$ cat config.mk
export PLATFORM = sky130hd
export DESIGN_NAME = utf8_stream_validator
export DESIGN_NICKNAME = d
export VERILOG_FILES = /design/src/rtl/usv_pkg.sv /design/src/rtl/utf8_stream_validator.sv
export SDC_FILE = /design/constraint.sdc
export NUM_CORES = 1
export LEC_CHECK = 0
export ABC_AREA = 0
export BUFFER_PORTS_ARGS = -buffer_cell sky130_fd_sc_hd__buf_4
export CAP_MARGIN = 20
export CORE_ASPECT_RATIO = 1.5
export CORE_MARGIN = 2
export CORE_UTILIZATION = 35
export DETAILED_ROUTE_END_ITERATION = 6
export PLACE_DENSITY = 0.56
export SLEW_MARGIN = 20
export SYNTH_ARGS = -nofsm -noshare
export SYNTH_HDL_FRONTEND = slang
export SYNTH_SLANG_ARGS = --single-unit
$ cat constraint.sdc
create_clock -name clk -period 7.22 [get_ports clk]
set_clock_uncertainty 0.1 [all_clocks]
set_input_delay 1.444 -clock clk [delete_from_list [all_inputs] [get_ports clk]]
set_output_delay 1.444 -clock clk [all_outputs]
set_load 0.05 [all_outputs]
$ cat src/rtl/usv_pkg.sv
// Package for the UTF-8 stream validator: field widths, byte masks and
// code point limits used by the validator and its port checker.
// Depends on nothing.
package usv_pkg;

  localparam int POSITION_BITS_DEF = 32;
  localparam int OUT_W             = 32;
  localparam int OFFSET_W          = 33;
  localparam int CP_W              = 21;

  localparam logic [7:0] MASK_CONT  = 8'hC0;
  localparam logic [7:0] CODE_CONT  = 8'h80;
  localparam logic [7:0] MASK_LEAD2 = 8'hE0;
  localparam logic [7:0] CODE_LEAD2 = 8'hC0;
  localparam logic [7:0] MASK_LEAD3 = 8'hF0;
  localparam logic [7:0] CODE_LEAD3 = 8'hE0;
  localparam logic [7:0] MASK_LEAD4 = 8'hF8;
  localparam logic [7:0] CODE_LEAD4 = 8'hF0;
  localparam logic [4:0] LEAD2_MIN  = 5'h02;

  localparam logic [2:0] SEQ_LEN_2 = 3'd2;
  localparam logic [2:0] SEQ_LEN_3 = 3'd3;
  localparam logic [2:0] SEQ_LEN_4 = 3'd4;

  localparam logic [CP_W-1:0] CP_MIN_3      = 21'h000800;
  localparam logic [CP_W-1:0] CP_MIN_4      = 21'h010000;
  localparam logic [CP_W-1:0] CP_SURR_LO    = 21'h00D800;
  localparam logic [CP_W-1:0] CP_SURR_HI    = 21'h00DFFF;
  localparam logic [CP_W-1:0] CP_MAX        = 21'h10FFFF;

endpackage

$ cat src/rtl/utf8_stream_validator.sv
// UTF-8 stream validator. A last byte is held in the input register, then its
// result is registered in the result register and shown on out_valid.
// Throughput: one byte per cycle; a last byte waits in the input register
// only while an earlier result is still held unaccepted in the result register.
// Reset (rst_n low at a rising edge) empties both registers and clears the
// decoder state; the block accepts bytes from the first cycle after reset.
// Depends on usv_pkg.
module utf8_stream_validator #(
  parameter int POSITION_BITS = usv_pkg::POSITION_BITS_DEF
) (
  input  logic                                 clk,
  input  logic                                 rst_n,
  input  logic                                 in_valid,
  output logic                                 in_ready,
  input  logic [7:0]                           in_data_byte,
  input  logic                                 in_last_byte,
  output logic                                 out_valid,
  input  logic                                 out_ready,
  output logic                                 out_is_valid,
  output logic signed [usv_pkg::OFFSET_W-1:0]  out_bad_offset,
  output logic [usv_pkg::OUT_W-1:0]            out_codepoint_count
);
  import usv_pkg::*;

  localparam int P = POSITION_BITS;
  localparam logic [P-1:0] POS_MAX = {P{1'b1}};

  logic                s1_valid_r;
  logic [7:0]          s1_byte_r;
  logic                s1_last_r;
  logic                s1_adv;

  logic [P-1:0]        pos_r, pos_nxt;
  logic [P-1:0]        start_r, start_nxt;
  logic [1:0]          pend_r, pend_nxt;
  logic [2:0]          len_r, len_nxt;
  logic [CP_W-1:0]     part_r, part_nxt;
  logic                err_r, err_nxt;
  logic [P-1:0]        err_off_r, err_off_nxt;
  logic [P-1:0]        lead_r, lead_nxt;

  logic                cont;
  logic [CP_W-1:0]     cp_shift;
  logic                cp_bad;
  logic [OUT_W-1:0]    off_clamp;
  logic [OUT_W-1:0]    cnt_clamp;

  logic                out_valid_r;
  logic                out_is_valid_r;
  logic [OFFSET_W-1:0] out_bad_offset_r;
  logic [OUT_W-1:0]    out_count_r;

  assign s1_adv   = s1_valid_r && (!s1_last_r || !out_valid_r || out_ready);
  assign in_ready = !s1_valid_r || s1_adv;

  always_ff @(posedge clk) begin
    if (!rst_n) begin
      s1_valid_r <= 1'b0;
    end else if (in_ready) begin
      s1_valid_r <= in_valid;
    end
  end

  always_ff @(posedge clk) begin
    if (in_valid && in_ready) begin
      s1_byte_r <= in_data_byte;
      s1_last_r <= in_last_byte;
    end
  end

  assign cont     = (s1_byte_r & MASK_CONT) == CODE_CONT;
  assign cp_shift = {part_r[CP_W-7:0], s1_byte_r[5:0]};
  assign cp_bad   = (len_r == SEQ_LEN_3 && cp_shift < CP_MIN_3)
                 || (len_r == SEQ_LEN_4 && cp_shift < CP_MIN_4)
                 || (cp_shift >= CP_SURR_LO && cp_shift <= CP_SURR_HI)
                 || (cp_shift > CP_MAX);

  always_comb begin
    pos_nxt     = (pos_r == POS_MAX) ? pos_r : pos_r + P'(1);
    start_nxt   = start_r;
    pend_nxt    = pend_r;
    len_nxt     = len_r;
    part_nxt    = part_r;
    err_nxt     = err_r;
    err_off_nxt = err_off_r;
    lead_nxt    = (cont || lead_r == POS_MAX) ? lead_r : lead_r + P'(1);
    if (!err_r) begin
      if (pend_r != 2'd0) begin
        if (!cont) begin
          err_nxt     = 1'b1;
          err_off_nxt = start_r;
          pend_nxt    = 2'd0;
        end else begin
          part_nxt = cp_shift;
          pend_nxt = pend_r - 2'd1;
          if (pend_r == 2'd1 && cp_bad) begin
            err_nxt     = 1'b1;
            err_off_nxt = start_r;
          end
        end
      end else begin
        priority if (!s1_byte_r[7]) begin
          pend_nxt = 2'd0;
        end else if ((s1_byte_r & MASK_LEAD2) == CODE_LEAD2) begin
          if (s1_byte_r[4:0] < LEAD2_MIN) begin
            err_nxt     = 1'b1;
            err_off_nxt = pos_r;
          end else begin
            start_nxt = pos_r;
            len_nxt   = SEQ_LEN_2;
            pend_nxt  = 2'd1;
            part_nxt  = CP_W'(s1_byte_r[4:0]);
          end
        end else if ((s1_byte_r & MASK_LEAD3) == CODE_LEAD3) begin
          start_nxt = pos_r;
          len_nxt   = SEQ_LEN_3;
          pend_nxt  = 2'd2;
          part_nxt  = CP_W'(s1_byte_r[3:0]);
        end else if ((s1_byte_r & MASK_LEAD4) == CODE_LEAD4) begin
          start_nxt = pos_r;
          len_nxt   = SEQ_LEN_4;
          pend_nxt  = 2'd3;
          part_nxt  = CP_W'(s1_byte_r[2:0]);
        end else begin
          err_nxt     = 1'b1;
          err_off_nxt = pos_r;
        end
      end
    end
    if (s1_last_r && !err_nxt && pend_nxt != 2'd0) begin
      err_nxt     = 1'b1;
      err_off_nxt = start_nxt;
    end
  end

  generate
    if (P > OUT_W) begin : g_wide
      assign off_clamp = (|err_off_nxt[P-1:OUT_W]) ? '1 : err_off_nxt[OUT_W-1:0];
      assign cnt_clamp = (|lead_nxt[P-1:OUT_W]) ? '1 : lead_nxt[OUT_W-1:0];
    end else begin : g_narrow
      assign off_clamp = OUT_W'(err_off_nxt);
      assign cnt_clamp = OUT_W'(lead_nxt);
    end
  endgenerate

  always_ff @(posedge clk) begin
    if (!rst_n) begin
      pos_r     <= '0;
      start_r   <= '0;
      pend_r    <= '0;
      len_r     <= '0;
      part_r    <= '0;
      err_r     <= 1'b0;
      err_off_r <= '0;
      lead_r    <= '0;
    end else if (s1_adv) begin
      if (s1_last_r) begin
        pos_r     <= '0;
        start_r   <= '0;
        pend_r    <= '0;
        len_r     <= '0;
        part_r    <= '0;
        err_r     <= 1'b0;
        err_off_r <= '0;
        lead_r    <= '0;
      end else begin
        pos_r     <= pos_nxt;
        start_r   <= start_nxt;
        pend_r    <= pend_nxt;
        len_r     <= len_nxt;
        part_r    <= part_nxt;
        err_r     <= err_nxt;
        err_off_r <= err_off_nxt;
        lead_r    <= lead_nxt;
      end
    end
  end

  always_ff @(posedge clk) begin
    if (!rst_n) begin
      out_valid_r <= 1'b0;
    end else if (s1_adv && s1_last_r) begin
      out_valid_r <= 1'b1;
    end else if (out_ready) begin
      out_valid_r <= 1'b0;
    end
  end

  always_ff @(posedge clk) begin
    if (s1_adv && s1_last_r) begin
      out_is_valid_r   <= !err_nxt;
      out_bad_offset_r <= err_nxt ? {1'b0, off_clamp} : '1;
      out_count_r      <= cnt_clamp;
    end
  end

  assign out_valid           = out_valid_r;
  assign out_is_valid        = out_is_valid_r;
  assign out_bad_offset      = $signed(out_bad_offset_r);
  assign out_codepoint_count = out_count_r;

endmodule

After elaboration in Yosys (flattened, before gate mapping)
Index checks and enable logic that the tools add are counted.
{ "word_totals": {"ff_bits": 226, "input_bits": 13, "out_inout_bits": 68, "elab_cells": 134} }
{ "classes": {"addsub": 3, "magnitude_cmp": 6, "eq_ne": 15, "mux": 63, "n_reduce_logical": 31} }
{ "ops": {"columns": ["cell", "n"], "rows": [
  ["32-bit two-way mux", 23],
  ["15-bit two-way mux", 9],
  ["32-bit by 1-bit adder with 32-bit output, second input constant", 2],
  ["32-bit equality test, second input constant", 2],
  ["33-bit two-way mux", 1],
  ["3-bit two-way mux", 8],
  ["21-bit by 16-bit greater-or-equal comparator with 1-bit output, second input constant", 1],
  ["21-bit > comparator, second input constant", 1],
  ["21-bit by 16-bit less-or-equal comparator with 1-bit output, second input constant", 1],
  ["21-bit by 12-bit < comparator with 1-bit output, second input constant", 1],
  ["21-bit by 17-bit < comparator with 1-bit output, second input constant", 1],
  ["2-bit two-way mux", 9],
  ["1-bit two-way mux", 13],
  ["6-bit AND reduction", 2],
  ["1-bit logical AND", 9],
  ["2-bit nonzero test", 4],
  ["1-bit logical OR", 7],
  ["3-bit equality test, second input constant", 2],
  ["2-bit inequality test, second input constant", 3],
  ["3-bit inequality test, second input constant", 2],
  ["5-bit equality test, second input constant", 1],
  ["1-bit zero test", 5],
  ["5-bit by 2-bit < comparator with 1-bit output, second input constant", 1],
  ["5-bit nonzero test", 1],
  ["9 further kinds", 9]
]} }

Logic depth before layout (Yosys ltp)
{ "logic_depth": {"ltp_word": 15, "mapped_depth": 10, "depth_no_buf": 8} }

Worst setup path after synthesis
OpenSTA, ideal clock, no wires.
{ "synth_path": {"kind": "input-to-reg", "startpoint": "input port out_ready", "endpoint": "register out_bad_offset_r[0], in the netlist out_bad_offset[0], enable pin", "setup_ns": 0.489, "t_arrival_ns": 4.635, "t_required_ns": 6.631, "path_slack_ns": 1.996, "path_stages": 4, "path_buffers": 1, "path_cell_list": "nand3b_1 > nand2_1 > clkbuf_1 > nor2_1"} }
{ "synth_between": {"elab_chain_len": 3} }
{ "synth_lines": {"columns": ["element", "line", "rtl"], "rows": [
  ["start: declaration", "utf8_stream_validator.sv:18", "input logic out_ready,"],
  ["1-bit logical OR", "utf8_stream_validator.sv:53", "assign s1_adv = s1_valid_r && (!s1_last_r || !out_valid_r || out_ready);"],
  ["1-bit logical AND", "utf8_stream_validator.sv:53", null],
  ["1-bit logical AND", "utf8_stream_validator.sv:190", "if (s1_adv && s1_last_r) begin"],
  ["end signal: assignment", "utf8_stream_validator.sv:192", "out_bad_offset_r <= err_nxt ? {1'b0, off_clamp} : '1;"],
  ["end: declaration", "utf8_stream_validator.sv:50", "logic [OFFSET_W-1:0] out_bad_offset_r;"]
]} }
No other way between the ends.
A chain may end at the register's enable or synchronous reset.

Worst setup path after layout
{ "layout_path": {"startpoint": "input port out_ready", "endpoint": "output port in_ready"} }
{ "layout_between": {"elab_chain_len": 3} }
{ "layout_lines": {"columns": ["element", "line", "rtl"], "rows": [
  ["1-bit logical OR", "utf8_stream_validator.sv:53", null],
  ["1-bit logical AND", "utf8_stream_validator.sv:53", null],
  ["1-bit logical OR", "utf8_stream_validator.sv:54", "assign in_ready = !s1_valid_r || s1_adv;"],
  ["end: declaration", "utf8_stream_validator.sv:14", "output logic in_ready,"]
]} }
No other way between the ends.

==> metrics.md <==
| Metric | Value |
|---|---|
| Setup repair after global routing missed its margin | no |
| Maximum fanout along the worst path | 3 |
| Post-DR vias/cell | 5.44 |
| CTS tree | built |
| Post-CTS repair timing setup buffer count | 0 |
| Rows | 77 |
| Areal power density over the cells | 236 nW/µm² |
| WP data required | 5680 ps |
| Share of synthesized flip-flops with an asynchronous set or reset | 0 |
| Maximum vdd drop | 0.000166 V |
| Core region area | 29600 µm² |
| Initial antenna violation count | 0 |
| Post-route cell area | 12300 µm² |
| Portion of the post-synthesis area used by sequential elements | 0.498 |
| Area overhead of the layout relative to synthesis | 16.3% |
| Distinct cell type count of the synthesized netlist | 69 |
| Maximum number of pins on one net before global-route repair | 73 |
| Global route overflow | 0 |
| Number of buffers on the longest clock path | 3 |
| ANT cells | 0 |
| P_leak | 4.27 nW |
| Ys Warns | 0 |
| Total number of clock tree sinks | 225 |
| Final Max Tran Viols | 0 |
| Wirelength, routed | 27500 µm |
| Utilization after layout | 0.414 |
| CP Class | in -> out |
| Count of unresolved DRC violations after routing | 0 |
| Slew Limit Headroom | 0.401 |
| Library cell with the highest instance count after synthesis | dfxtp_1 |
| Most numerous cell types in the synthesized netlist | dfxtp_1 (151), edfxtp_1 (74), a22oi_1 (67), mux2i_1 (63), nand2_1 (63) |
| Layout cells sized above 1 | 0.141 |
| Global-route usage over all layers | 0.171 |
| DRT Pass-1 Iters | 5 |
| Footprint of the flip-flops and latches | 5250 µm² |
| Synthesized area | 10500 µm² |
| Die X-Extent | 146 µm |
| Via total after detailed routing | 8082 |
| Post-synthesis cell count | 1035 |
| Number of fill cells in the layout | 2905 |
| Library cell occupying the most area in the post-synthesis netlist | dfxtp_1 |
| Flop and latch count out of synthesis | 225 |
| Flop-to-flop setup slack | 3790 ps |
| Initial detailed-routing violation count | 446 |
| Commonest register cell after synthesis | dfxtp_1 |
| Endpoints failing setup | 0 |
| Number of nets with antenna violations after routing | 0 |
| Number of enable flip-flop cells after synthesis | 74 |
| Buffers on Ports | 80 |
| Transition time at the pin with the least slew margin | 898 ps |
| First-pass GRT wire length | 43800 µm |
| Max-capacitance violation count | 0 |
| Post-DR wirelength/cell | 18.5 µm |
| Post-DP HPWL | 17000 µm |
| Final RePlAce weighted congestion | 0.808 |
| Final hold violations | 0 |
| Depth of the CTS H-tree | 1 |
| I/O pin cnt | 81 |
| Part of the total power dissipated in combinational logic | 0.072 |
| Shortest period the worst path allows | 3750 ps |
| Initial Util | 0.356 |
| Type of the worst min-delay path | reg -> reg |
| Outcome | complete, no violations |
| Worst path arrival time | 2200 ps |
| Via count of the first global-routing pass | 8056 |
| Insertion delay of the later-clocked pin in the worst-skew pair | 530 ps |
| CP startpoint kind | input port |
| Clock root buffer master | clkbuf_16 |
| Top cells by area in the synthesized netlist | dfxtp_1 (29%), edfxtp_1 (21%), mux2i_1 (6.0%) |
| Portion of total power attributed to sequential cells | 0.465 |
| Average size of a mapped cell | 10.2 µm² |
| Footprint of the multi-input gates | 4800 µm² |
| Overall die height | 217 µm |
| Cts repair resizes | 0 |
| Net Sw Frac | 0.240 |
| Net count of the finished layout | 1089 |
| Total Power | 0.00289 W |
| Area share of the largest cell type after synthesis | 0.287 |
| CP endpoint kind | primary output |
| Synth Net Count | 1052 |
| Count of hold buffers inserted by post-cts repair | 0 |
| Floorplan die area | 31500 µm² |
| Placement Cell Area | 11400 µm² |
| Reported net switching power | 0.000692 W |
| Relative contribution of the clock network to total power | 0.463 |
| CTS buffer count | 24 |
| Accumulated negative setup slack | 0 ps |
| Post-route fraction of the period consumed by the critical path | 0.519 |
| Int Power | 0.00220 W |
| Worst-case hold slack | 358 ps |
| Clk pin slew, worst setup/hold paths | 60 ps |
| Highest clock frequency the design can meet | 267 MHz |
## area by class of cell
type | instances | share of cell area
sequential | 225 | 0.428
multi-input combinational | 686 | 0.392
timing repair buffer | 92 | 0.0578
clock buffer | 28 | 0.0520
tap | 395 | 0.0403
clock inverter | 16 | 0.0170
inverter | 43 | 0.0132
## through the flow
stage,std cells,setup slack (ps)
floorplan,1035,2000
global placement,1439,3400
detailed placement,1439,3330
CTS,1483,3480
global route,1485,3450
finish,1485,3470
## cell families (layout without fill, tap and decap cells)
logic type / Yosys count / after routing / share of synthesized area
and+or+nand+nor: 300 / 300 / 0.157
xor gates and xnor gates: 57 / 57 / 0.0481
adders and majority gates: 4 / 4 / 0.00475
muxes: 65 / 65 / 0.0620
buffers and inverters: 124 / 179 / 0.0507
DFF: 225 / 225 / 0.498
AOI/OAI and AO/OA: 260 / 260 / 0.180
## final timing paths
path	start	cells after the start	to
max	out_ready	4	in_ready
min	part_r[10]$_SDFFE_PN0P_	2	part_r[10]$_SDFFE_PN0P_
max reg2reg	pend_r[0]$_SDFFE_PN0P_	9	out_bad_offset[24]$_SDFFCE_PN1P_
min reg2reg	part_r[10]$_SDFFE_PN0P_	2	part_r[10]$_SDFFE_PN0P_
## flip-flops by register name, summed over array words and instances, names as in the netlist, 2 cells and up
register	count
err_off_r	32
lead_r	32
out_bad_offset	32
out_codepoint_count	32
pos_r	32
start_r	32
part_r	15
s1_byte_r	8
len_r	3
pend_r	2
## power by group through the flow
stage	Combinational, W	Clock, W	Sequential [W]
after floorplan	0.0000995	0	0.00141
after global placement	0.000207	0	0.00137
after detailed placement	0.000208	0	0.00137
after CTS	0.000208	0.00137	0.00134
after global routing	0.000221	0.00143	0.00134
final	0.000208	0.00134	0.00134
## metal layers
| metal | wire, µm | part of all wire | vias up | global-route usage |
|---|---|---|---|---|
| li1 | - | - | 3899 | - |
| met1 | 11500 | 0.42 | 3982 | 0.198 |
| met2 | 14300 | 0.52 | 148 | 0.323 |
| met3 | 933 | 0.034 | 53 | 0.0217 |
| met4 | 761 | 0.028 | 0 | 0.0611 |
| met5 | 0 | 0 | - | 0 |
## layout by cell type, fill, tap and decap left out, drive strengths merged, types with 9 or more instances in the layout
master / n
a21boi: 9
a21oi: 24
a22o: 39
a22oi: 67
a31oi: 16
and2: 9
and3: 16
buf: 91
clkbuf: 29
clkinv: 9
dfxtp: 151
edfxtp: 74
inv: 43
mux2i: 63
nand2: 63
nand3: 25
nand4: 31
nor2: 47
nor2b: 44
nor3: 14
nor4: 13
o211ai: 35
o21ai: 32
o31ai: 11
or3: 9
xnor2: 28
xor2: 29
## critical path: stages
cell and delay [ps]:
buf_4 110, nand2b_1 140, or2_2 310, buf_4 200
No activity file was read; power rests on OpenSTA's default activity.
